### src/design/i2p_pkg.sv
package i2p_pkg;

    localparam int STACK_DEPTH = 32;
    localparam int CNT_W       = $clog2(STACK_DEPTH + 1);
    localparam int ADDR_W      = $clog2(STACK_DEPTH);

    localparam logic [7:0] CH_LPAREN = 8'h28;
    localparam logic [7:0] CH_RPAREN = 8'h29;
    localparam logic [7:0] CH_PLUS   = 8'h2B;
    localparam logic [7:0] CH_MINUS  = 8'h2D;
    localparam logic [7:0] CH_STAR   = 8'h2A;
    localparam logic [7:0] CH_SLASH  = 8'h2F;
    localparam logic [7:0] CH_PCT    = 8'h25;
    localparam logic [7:0] CH_ZERO   = 8'h30;
    localparam logic [7:0] CH_NINE   = 8'h39;
    localparam logic [7:0] CH_LOW_A  = 8'h61;
    localparam logic [7:0] CH_LOW_Z  = 8'h7A;

    // Precedence code: 0 stands for rank -1, so that ordering is kept unsigned.
    localparam logic [1:0] RANK_NONE = 2'd0;
    localparam logic [1:0] RANK_ADD  = 2'd1;
    localparam logic [1:0] RANK_MUL  = 2'd2;

    typedef struct packed {
        logic       valid;
        logic [7:0] out_char;
        logic       last;
        logic       end_of_expr;
        logic       overflow;
    } emit_t;

    function automatic logic [1:0] rank_code(input logic [7:0] ch);
        logic [1:0] r;
        r = RANK_NONE;
        if (ch == CH_PLUS || ch == CH_MINUS)
        begin
            r = RANK_ADD;
        end
        else if (ch == CH_STAR || ch == CH_SLASH || ch == CH_PCT)
        begin
            r = RANK_MUL;
        end
        return r;
    endfunction

    function automatic logic passes_through(input logic [7:0] ch);
        return ((ch >= CH_ZERO) && (ch <= CH_NINE)) || ((ch >= CH_LOW_A) && (ch <= CH_LOW_Z));
    endfunction

endpackage

### src/design/i2p_if.sv
interface i2p_in_if;
    logic       valid;
    logic       ready;
    logic       req_type;
    logic [7:0] symbol;

    modport source (output valid, output req_type, output symbol, input ready);
    modport sink   (input valid, input req_type, input symbol, output ready);
endinterface

interface i2p_out_if;
    logic       valid;
    logic       ready;
    logic [7:0] out_char;
    logic       last;
    logic       end_of_expr;
    logic       overflow;

    modport source (output valid, output out_char, output last, output end_of_expr,
                    output overflow, input ready);
    modport sink   (input valid, input out_char, input last, input end_of_expr,
                    input overflow, output ready);
endinterface

### src/design/i2p_ram.sv
module i2p_ram #(
    parameter int WIDTH = 8,
    parameter int DEPTH = 32
) (
    input  logic                     clk,
    input  logic                     we,
    input  logic [$clog2(DEPTH)-1:0] waddr,
    input  logic [WIDTH-1:0]         wdata,
    input  logic                     re,
    input  logic [$clog2(DEPTH)-1:0] raddr,
    output logic [WIDTH-1:0]         rdata
);

    logic [WIDTH-1:0] mem [DEPTH];

    always_ff @(posedge clk)
    begin
        if (we)
        begin
            mem[waddr] <= wdata;
        end
        if (re)
        begin
            rdata <= mem[raddr];
        end
    end

endmodule

### src/design/i2p_ctrl.sv
module i2p_ctrl
    import i2p_pkg::*;
(
    input  logic              clk,
    input  logic              rst_n,
    i2p_in_if.sink            infix,
    input  logic              can_emit,
    output emit_t             emit,
    output logic [CNT_W-1:0]  depth,
    output logic              ram_we,
    output logic [ADDR_W-1:0] ram_waddr,
    output logic [7:0]        ram_wdata,
    output logic              ram_re,
    output logic [ADDR_W-1:0] ram_raddr,
    input  logic [7:0]        ram_rdata
);

    typedef enum logic [1:0] {S_IDLE, S_EVAL, S_LOAD} state_t;

    state_t           state_reg, state_next;
    logic             req_reg, req_next;
    logic [7:0]       sym_reg, sym_next;
    logic [CNT_W-1:0] count_reg, count_next;
    logic [7:0]       top_reg, top_next;
    logic [7:0]       sec_reg, sec_next;
    logic             ovf_reg, ovf_next;
    logic             idle_after_reg, idle_after_next;

    logic             do_pop;
    logic             pop_done;
    logic             do_push;
    logic [CNT_W-1:0] cnt_m3;
    logic [1:0]       sym_rank;

    assign cnt_m3    = count_reg - CNT_W'(3);
    assign sym_rank  = rank_code(sym_reg);
    assign depth     = count_reg;
    assign infix.ready = (state_reg == S_IDLE);

    always_comb
    begin
        state_next      = state_reg;
        req_next        = req_reg;
        sym_next        = sym_reg;
        count_next      = count_reg;
        top_next        = top_reg;
        sec_next        = sec_reg;
        ovf_next        = ovf_reg;
        idle_after_next = idle_after_reg;
        emit            = '0;
        do_pop          = 1'b0;
        pop_done        = 1'b0;
        do_push         = 1'b0;
        ram_we          = 1'b0;
        ram_waddr       = count_reg[ADDR_W-1:0];
        ram_wdata       = sym_reg;
        ram_re          = 1'b0;
        ram_raddr       = cnt_m3[ADDR_W-1:0];

        unique case (state_reg)
            S_IDLE:
            begin
                if (infix.valid)
                begin
                    req_next   = infix.req_type;
                    sym_next   = infix.symbol;
                    state_next = S_EVAL;
                end
            end
            S_EVAL:
            begin
                if (req_reg)
                begin
                    if (count_reg != '0)
                    begin
                        if (can_emit)
                        begin
                            emit.valid    = 1'b1;
                            emit.out_char = top_reg;
                            do_pop        = 1'b1;
                        end
                    end
                    else if (can_emit)
                    begin
                        emit.valid       = 1'b1;
                        emit.last        = 1'b1;
                        emit.end_of_expr = 1'b1;
                        emit.overflow    = ovf_reg;
                        count_next       = '0;
                        ovf_next         = 1'b0;
                        state_next       = S_IDLE;
                    end
                end
                else if (passes_through(sym_reg))
                begin
                    if (can_emit)
                    begin
                        emit.valid    = 1'b1;
                        emit.out_char = sym_reg;
                        emit.last     = 1'b1;
                        state_next    = S_IDLE;
                    end
                end
                else if (sym_reg == CH_LPAREN)
                begin
                    do_push = 1'b1;
                end
                else if (sym_reg == CH_RPAREN)
                begin
                    if (count_reg == '0)
                    begin
                        state_next = S_IDLE;
                    end
                    else if (top_reg == CH_LPAREN)
                    begin
                        // The matching bracket is dropped without a word.
                        do_pop   = 1'b1;
                        pop_done = 1'b1;
                    end
                    else if (can_emit)
                    begin
                        emit.valid    = 1'b1;
                        emit.out_char = top_reg;
                        emit.last     = (count_reg == CNT_W'(1)) || (sec_reg == CH_LPAREN);
                        do_pop        = 1'b1;
                        pop_done      = (count_reg == CNT_W'(1));
                    end
                end
                else if ((count_reg != '0) && (rank_code(top_reg) >= sym_rank))
                begin
                    if (can_emit)
                    begin
                        emit.valid    = 1'b1;
                        emit.out_char = top_reg;
                        emit.last     = (count_reg == CNT_W'(1)) || (rank_code(sec_reg) < sym_rank);
                        do_pop        = 1'b1;
                    end
                end
                else
                begin
                    do_push = 1'b1;
                end
            end
            S_LOAD:
            begin
                sec_next   = ram_rdata;
                state_next = idle_after_reg ? S_IDLE : S_EVAL;
            end
            default:
            begin
                state_next = S_IDLE;
            end
        endcase

        // The two top entries live in registers; a pop refills the second
        // from memory, through the S_LOAD state, when entries remain below.
        if (do_pop)
        begin
            top_next   = sec_reg;
            count_next = count_reg - CNT_W'(1);
            if (count_reg >= CNT_W'(3))
            begin
                ram_re          = 1'b1;
                idle_after_next = pop_done;
                state_next      = S_LOAD;
            end
            else
            begin
                state_next = pop_done ? S_IDLE : S_EVAL;
            end
        end

        if (do_push)
        begin
            state_next = S_IDLE;
            if (count_reg >= CNT_W'(STACK_DEPTH))
            begin
                ovf_next = 1'b1;
            end
            else
            begin
                ram_we     = 1'b1;
                sec_next   = top_reg;
                top_next   = sym_reg;
                count_next = count_reg + CNT_W'(1);
            end
        end
    end

    always_ff @(posedge clk or negedge rst_n)
    begin
        if (!rst_n)
        begin
            state_reg      <= S_IDLE;
            count_reg      <= '0;
            ovf_reg        <= 1'b0;
            idle_after_reg <= 1'b0;
        end
        else
        begin
            state_reg      <= state_next;
            count_reg      <= count_next;
            ovf_reg        <= ovf_next;
            idle_after_reg <= idle_after_next;
        end
    end

    always_ff @(posedge clk)
    begin
        req_reg <= req_next;
        sym_reg <= sym_next;
        top_reg <= top_next;
        sec_reg <= sec_next;
    end

endmodule

### src/design/infix_to_postfix_converter.sv
// Channel   Modport   Word
// infix     sink      req_type (1), symbol (8)
// postfix   source    out_char (8), last (1), end_of_expr (1), overflow (1)
//
// An item is taken in S_IDLE and decided in S_EVAL. Each popped operator
// takes another pass through S_EVAL, and one through S_LOAD when entries
// remain below the two cached in registers, because the stack memory has a
// registered read. Reset leaves the stack empty and ready at once. The output
// register lets the next item be taken while a word waits; a stalled postfix
// channel holds the block only when it has a word to emit.
module infix_to_postfix_converter
    import i2p_pkg::*;
(
    input  logic       clk,
    input  logic       rst_n,
    i2p_in_if.sink     infix,
    i2p_out_if.source  postfix
);

    emit_t             emit;
    logic              can_emit;
    logic [CNT_W-1:0]  depth;
    logic              ram_we;
    logic [ADDR_W-1:0] ram_waddr;
    logic [7:0]        ram_wdata;
    logic              ram_re;
    logic [ADDR_W-1:0] ram_raddr;
    logic [7:0]        ram_rdata;

    logic              out_valid_reg;
    logic [7:0]        out_char_reg;
    logic              last_reg;
    logic              eoe_reg;
    logic              ovf_reg;

    assign can_emit = !out_valid_reg || postfix.ready;

    i2p_ctrl u_ctrl (
        .clk       (clk),
        .rst_n     (rst_n),
        .infix     (infix),
        .can_emit  (can_emit),
        .emit      (emit),
        .depth     (depth),
        .ram_we    (ram_we),
        .ram_waddr (ram_waddr),
        .ram_wdata (ram_wdata),
        .ram_re    (ram_re),
        .ram_raddr (ram_raddr),
        .ram_rdata (ram_rdata)
    );

    i2p_ram #(
        .WIDTH (8),
        .DEPTH (STACK_DEPTH)
    ) u_stack (
        .clk   (clk),
        .we    (ram_we),
        .waddr (ram_waddr),
        .wdata (ram_wdata),
        .re    (ram_re),
        .raddr (ram_raddr),
        .rdata (ram_rdata)
    );

    always_ff @(posedge clk or negedge rst_n)
    begin
        if (!rst_n)
        begin
            out_valid_reg <= 1'b0;
        end
        else if (emit.valid)
        begin
            out_valid_reg <= 1'b1;
        end
        else if (postfix.ready)
        begin
            out_valid_reg <= 1'b0;
        end
    end

    always_ff @(posedge clk)
    begin
        if (emit.valid)
        begin
            out_char_reg <= emit.out_char;
            last_reg     <= emit.last;
            eoe_reg      <= emit.end_of_expr;
            ovf_reg      <= emit.overflow;
        end
    end

    assign postfix.valid       = out_valid_reg;
    assign postfix.out_char    = out_char_reg;
    assign postfix.last        = last_reg;
    assign postfix.end_of_expr = eoe_reg;
    assign postfix.overflow    = ovf_reg;

    a_no_overwrite: assert property (@(posedge clk) disable iff (!rst_n)
        emit.valid |-> can_emit)
        else $error("word emitted while the output register still holds one");

    a_depth_bound: assert property (@(posedge clk) disable iff (!rst_n)
        depth <= CNT_W'(STACK_DEPTH))
        else $error("stack count beyond its depth");

    a_clear_after_term: assert property (@(posedge clk) disable iff (!rst_n)
        (emit.valid && emit.end_of_expr) |=> (depth == '0))
        else $error("stack not empty after terminator");

    a_term_is_last: assert property (@(posedge clk) disable iff (!rst_n)
        (emit.valid && emit.end_of_expr) |-> (emit.last && (emit.out_char == 8'h00)))
        else $error("terminator word malformed");

endmodule
### src/flat_wrapper.sv
// flat-port wrapper written by rule: the top's interface ports become plain ports
module infix_to_postfix_converter_flat import i2p_pkg::*;
  (clk, rst_n, infix_valid, infix_req_type, infix_symbol, infix_ready, postfix_valid, postfix_out_char, postfix_last, postfix_end_of_expr, postfix_overflow, postfix_ready);
  i2p_in_if infix_i ();
  i2p_out_if postfix_i ();
  input  logic clk;
  input  logic rst_n;
  input wire logic [$bits(infix_i.valid)-1:0] infix_valid;
  input wire logic [$bits(infix_i.req_type)-1:0] infix_req_type;
  input wire logic [$bits(infix_i.symbol)-1:0] infix_symbol;
  output wire logic [$bits(infix_i.ready)-1:0] infix_ready;
  output wire logic [$bits(postfix_i.valid)-1:0] postfix_valid;
  output wire logic [$bits(postfix_i.out_char)-1:0] postfix_out_char;
  output wire logic [$bits(postfix_i.last)-1:0] postfix_last;
  output wire logic [$bits(postfix_i.end_of_expr)-1:0] postfix_end_of_expr;
  output wire logic [$bits(postfix_i.overflow)-1:0] postfix_overflow;
  input wire logic [$bits(postfix_i.ready)-1:0] postfix_ready;
  assign infix_i.valid = infix_valid;
  assign infix_i.req_type = infix_req_type;
  assign infix_i.symbol = infix_symbol;
  assign infix_ready = infix_i.ready;
  assign postfix_valid = postfix_i.valid;
  assign postfix_out_char = postfix_i.out_char;
  assign postfix_last = postfix_i.last;
  assign postfix_end_of_expr = postfix_i.end_of_expr;
  assign postfix_overflow = postfix_i.overflow;
  assign postfix_i.ready = postfix_ready;
  infix_to_postfix_converter u_core (.clk(clk), .rst_n(rst_n), .infix(infix_i), .postfix(postfix_i));
endmodule
### config.mk
export PLATFORM = sky130hd
export DESIGN_NAME = infix_to_postfix_converter_flat
export DESIGN_NICKNAME = d
export VERILOG_FILES = /design/src/design/i2p_pkg.sv /design/src/design/i2p_if.sv /design/src/design/i2p_ram.sv /design/src/design/i2p_ctrl.sv /design/src/design/infix_to_postfix_converter.sv /design/src/flat_wrapper.sv
export SDC_FILE = /design/constraint.sdc
export NUM_CORES = 1
export LEC_CHECK = 0
export ABC_AREA = 1
export BUFFER_PORTS_ARGS = -buffer_cell sky130_fd_sc_hd__buf_2
export CORE_MARGIN = 5
export CORE_UTILIZATION = 30
export CTS_CLUSTER_SIZE = 10
export DETAILED_ROUTE_END_ITERATION = 12
export PLACE_DENSITY_LB_ADDON = 0.3
export SYNTH_ARGS = -nofsm -noshare
export SYNTH_HDL_FRONTEND = slang
export SYNTH_HIERARCHICAL = 1
export SYNTH_SLANG_ARGS = --single-unit
### constraint.sdc
create_clock -name clk -period 3.8 [get_ports clk]
set_clock_uncertainty 0.15 [all_clocks]
set_input_delay 0.57 -clock clk [delete_from_list [all_inputs] [get_ports clk]]
set_output_delay 0.57 -clock clk [all_outputs]
set_load 0.02 [all_outputs]
==> results.md <==
- Worst Hold Launch: infix_symbol[3]
- Rel. slew slack: 0.298
- Num ports: 26
- EDFF count, synth: between 200 and 300
- Mux cell area share after synthesis: 0
- R2R cell count: 14
- Clock tree sinks: a little over 300
- Max reg flops: 256
- Layout area overhead: 12.7%
- Synth Register Bits: approximately 310
- TritonCTS Buffers: 38
- Layout cells sized above 1: 0.110
- Min-Delay Path Class: input port to flop
- Synth async-reset ratio: 0.0354
- Ys flop type: edfxtp_1
- Clock slew at reported path FFs: around 50 ps
- RD Place Congestion: between 0.9 and 1
- Core area: approximately 0.046 mm²
- Adder-Cell Fraction of Synth Area: 0.00537
- WP data required: 3790 ps
- Starting Density: 0.302
- Worst-path fanout max: 8
- Synth Area in Compound Gates: 0.0200
- CP arrival: around 3500 ps
- Final Net Count: ~1400
- Clk root buf: clkbuf_16
- Yosys top cell area share: 0.610
- Seq/Total Area, Yosys: 0.652
- Synthesized instance count: around 1300
- Synth Area in Simple Gates: 0.265
- Fill cell total of the finished layout: roughly 4700
- Crit end category: flop
- Status: complete, no violations
- Syn nets: approximately 1400
- GRT Total Usage: 0.141
- Residual DRC count: 0
- Hold path depth: 1
- Die area: about 0.051 mm²
- Fin crit share: 0.916
- Post-Syn Area: approximately 0.014 mm²
- Largest net degree at the start of global routing: around 110
- # Post-CTS Setup Buffers: 0
- Via count: around 9700
- Endpoints failing hold: 0
- Post-CTS Resized: 0
- RSZ-0062 raised after global routing: no
- Initial DRC Count: between 800 and 900
- Final WL: about 36 mm
- PortBufs: 25
- Ant diodes: 0
- Synth area leaders: edfxtp_1 61%, nand2_1 13%, nand3_1 8.8%
- Crit path time final: roughly 3500 ps
- Die Y: 226 µm
- Post-synth cell types: 43
- Rows: between 70 and 80
- Max-Cap Viols: 0
- Width of the die: about 230 µm
- Detailed Place HPWL: between 20 and 25 mm
- Clk_lat worst skew: 530 ps
- Static Leakage: between 6 and 7 nW
- Worst Hold Endpoint: u_core/u_ctrl/ram_wdata[3]
- First-pass GRT wire length: between 50 and 60 mm
- Reg-to-reg slack, setup: 320 ps
- Setup_tns: 0 ps
- Worst vdd rail ir drop: ~0.00042 V
- Kind of critical path: flop to flop
- Initial antenna violation count: 0
- H-tree depth: 2
- Post-Synthesis Mean Instance Area: about 10 µm²
- Final setup violation count: 0
- CP startpoint kind: flop
- CTS tree: built
- Power Density: around 850 mW/mm²
- Tot Pwr: 13.3 mW
- Top reg by flops: u_core/u_stack/mem
- Routed Antenna Nets: 0
- Slew Viols, Final: 0
- Synth warn: 6
- Main combinational cell family by area after synthesis: simple AND/OR/NAND/NOR gates
- Reg2reg end: u_core/u_stack/mem[26][7]
- RR Startpoint: u_core/u_ctrl/top_reg[2]
- F_max: between 200 and 300 MHz
- Post-Synth XOR/XNOR Area: 0.00251
- CTS max path bufs: 3
- Via/cell ratio: 4.88
- Wire per inst: ~18 µm
- Slew @ Worst Pin: roughly 1100 ps
- TritonRoute pass-1 iters: 5
- Total grt overflow: 0
- Area leader, netlist: edfxtp_1
- Via count of the first global-routing pass: about 9500
where the power goes:
| group | switching (mW) | internal [mW] | leakage [nW] |
|---|---|---|---|
| registers | 0.285 | 4.19 | 2.83 |
| logic | 4.03 | 1.61 | 2.65 |
| clock network | 1.30 | 1.89 | 0.520 |
cells in the final DEF (no fill, tap or decap), drive strengths merged, types with 3 or more instances in the layout:
| master | synthesis | final |
|---|---|---|
| nand2 | 484 | 484 |
| edfxtp | 284 | 284 |
| nand3 | 251 | 251 |
| nor2 | 73 | 73 |
| inv | 66 | 67 |
| buf | 57 | 62 |
| clkbuf | 9 | 47 |
| o21ai | 21 | 21 |
| dfxtp | 16 | 16 |
| nand4 | 15 | 15 |
| dfrtp | 11 | 11 |
| a21oi | 11 | 11 |
| a31oi | 10 | 10 |
| nor3 | 7 | 7 |
| ha | 6 | 6 |
| clkinv | 1 | 5 |
| xor2 | 3 | 3 |
metal layers:
layer	GRT usage	wire length (µm)	vias up
met2	0.243	18200	308
met1	0.183	15200	4708
met5	0	0	-
met3	0.0269	2120	62
met4	0.0418	936	0
li1	-	-	4636
synthesized netlist by cell type, types with 4 or more instances:
cell / count
nand3_1: 245
edfxtp_1: 284
nor3_1: 7
a31oi_1: 10
nor2_1: 60
nand2_1: 471
inv_1: 54
nand4_1: 15
dfxtp_1: 16
o21ai_0: 18
ha_1: 6
clkbuf_1: 9
buf_4: 9
buf_6: 27
inv_2: 10
nor2_2: 5
nor2_4: 6
dfrtp_1: 11
nand2_4: 4
nand2_2: 8
a21oi_1: 10
buf_2: 19
metrics by stage:
step | util | worst slack, ps | std cells | hold slack [ps] | cell area [µm²]
2_1_floorplan | - | 287 | 1335 | 124 | 14000
3_3_place_gp | 0.317 | 509 | 1938 | 313 | 14700
3_5_place_dp | 0.317 | 388 | 1938 | 320 | 14700
4_1_cts | 0.340 | 388 | 1992 | 57.4 | 15800
5_1_grt | 0.340 | 215 | 1992 | 60.4 | 15800
6_report | 0.340 | 319 | 1992 | 77.5 | 15800
layout make-up:
class / count / area [µm²] / area share
flip-flops and latches: 311 / 9120 / 0.579
clock inverters: 6 / 83.8 / 0.00532
well taps: 607 / 759 / 0.0482
clock buffers: 47 / 985 / 0.0625
inverters: 67 / 263 / 0.0167
repair buffers: 63 / 438 / 0.0278
multi-input cells: 891 / 4100 / 0.260
critical path, stage by stage, from the launching register on:
cell and delay [ps]:
dfxtp_1 360, inv_1 110, nand2_1 100, nor2_1 170
nand2_1 70, a311oi_1 320, ha_1 310, nand2_1 80
nand3_1 120, nand3_2 140, nand3_4 120, nor2_8 150
nand3_1 130, buf_4 200, nor2_1 590
worst max-delay path by stage:
stage                                           from                        end  slack (ps)  cells after the start
after floorplan           u_core/u_ctrl/ram_wdata[1]  u_core/u_stack/mem[11][0]         290                     14
after global placement      u_core/u_ctrl/top_reg[2]  u_core/u_stack/mem[11][3]         510                     14
after detailed placement    u_core/u_ctrl/top_reg[2]  u_core/u_stack/mem[11][2]         390                     14
after CTS                   u_core/u_ctrl/top_reg[2]  u_core/u_stack/mem[11][3]         390                     14
after global routing        u_core/u_ctrl/top_reg[2]  u_core/u_stack/mem[11][3]         210                     14
final                       u_core/u_ctrl/top_reg[2]  u_core/u_stack/mem[26][7]         320                     14
cells by family (layout without fill, tap and decap cells):
group	Yosys count	after routing
AOI/OAI and AO/OA	48	48
xor gates and xnor gates	4	4
adders and majority gates	6	6
buffers and inverters	133	183
DFF	311	311
and+or+nand+nor	833	833
what timing repair did:
| item | 4_1_cts | 5_1_grt |
|---|---|---|
| setup endpoints to repair | 0 | 0 |
| hold buffers | 1 | 0 |
| endpoints found under the hold margin | 11 | 0 |
Power figures use the tool's default switching activity.
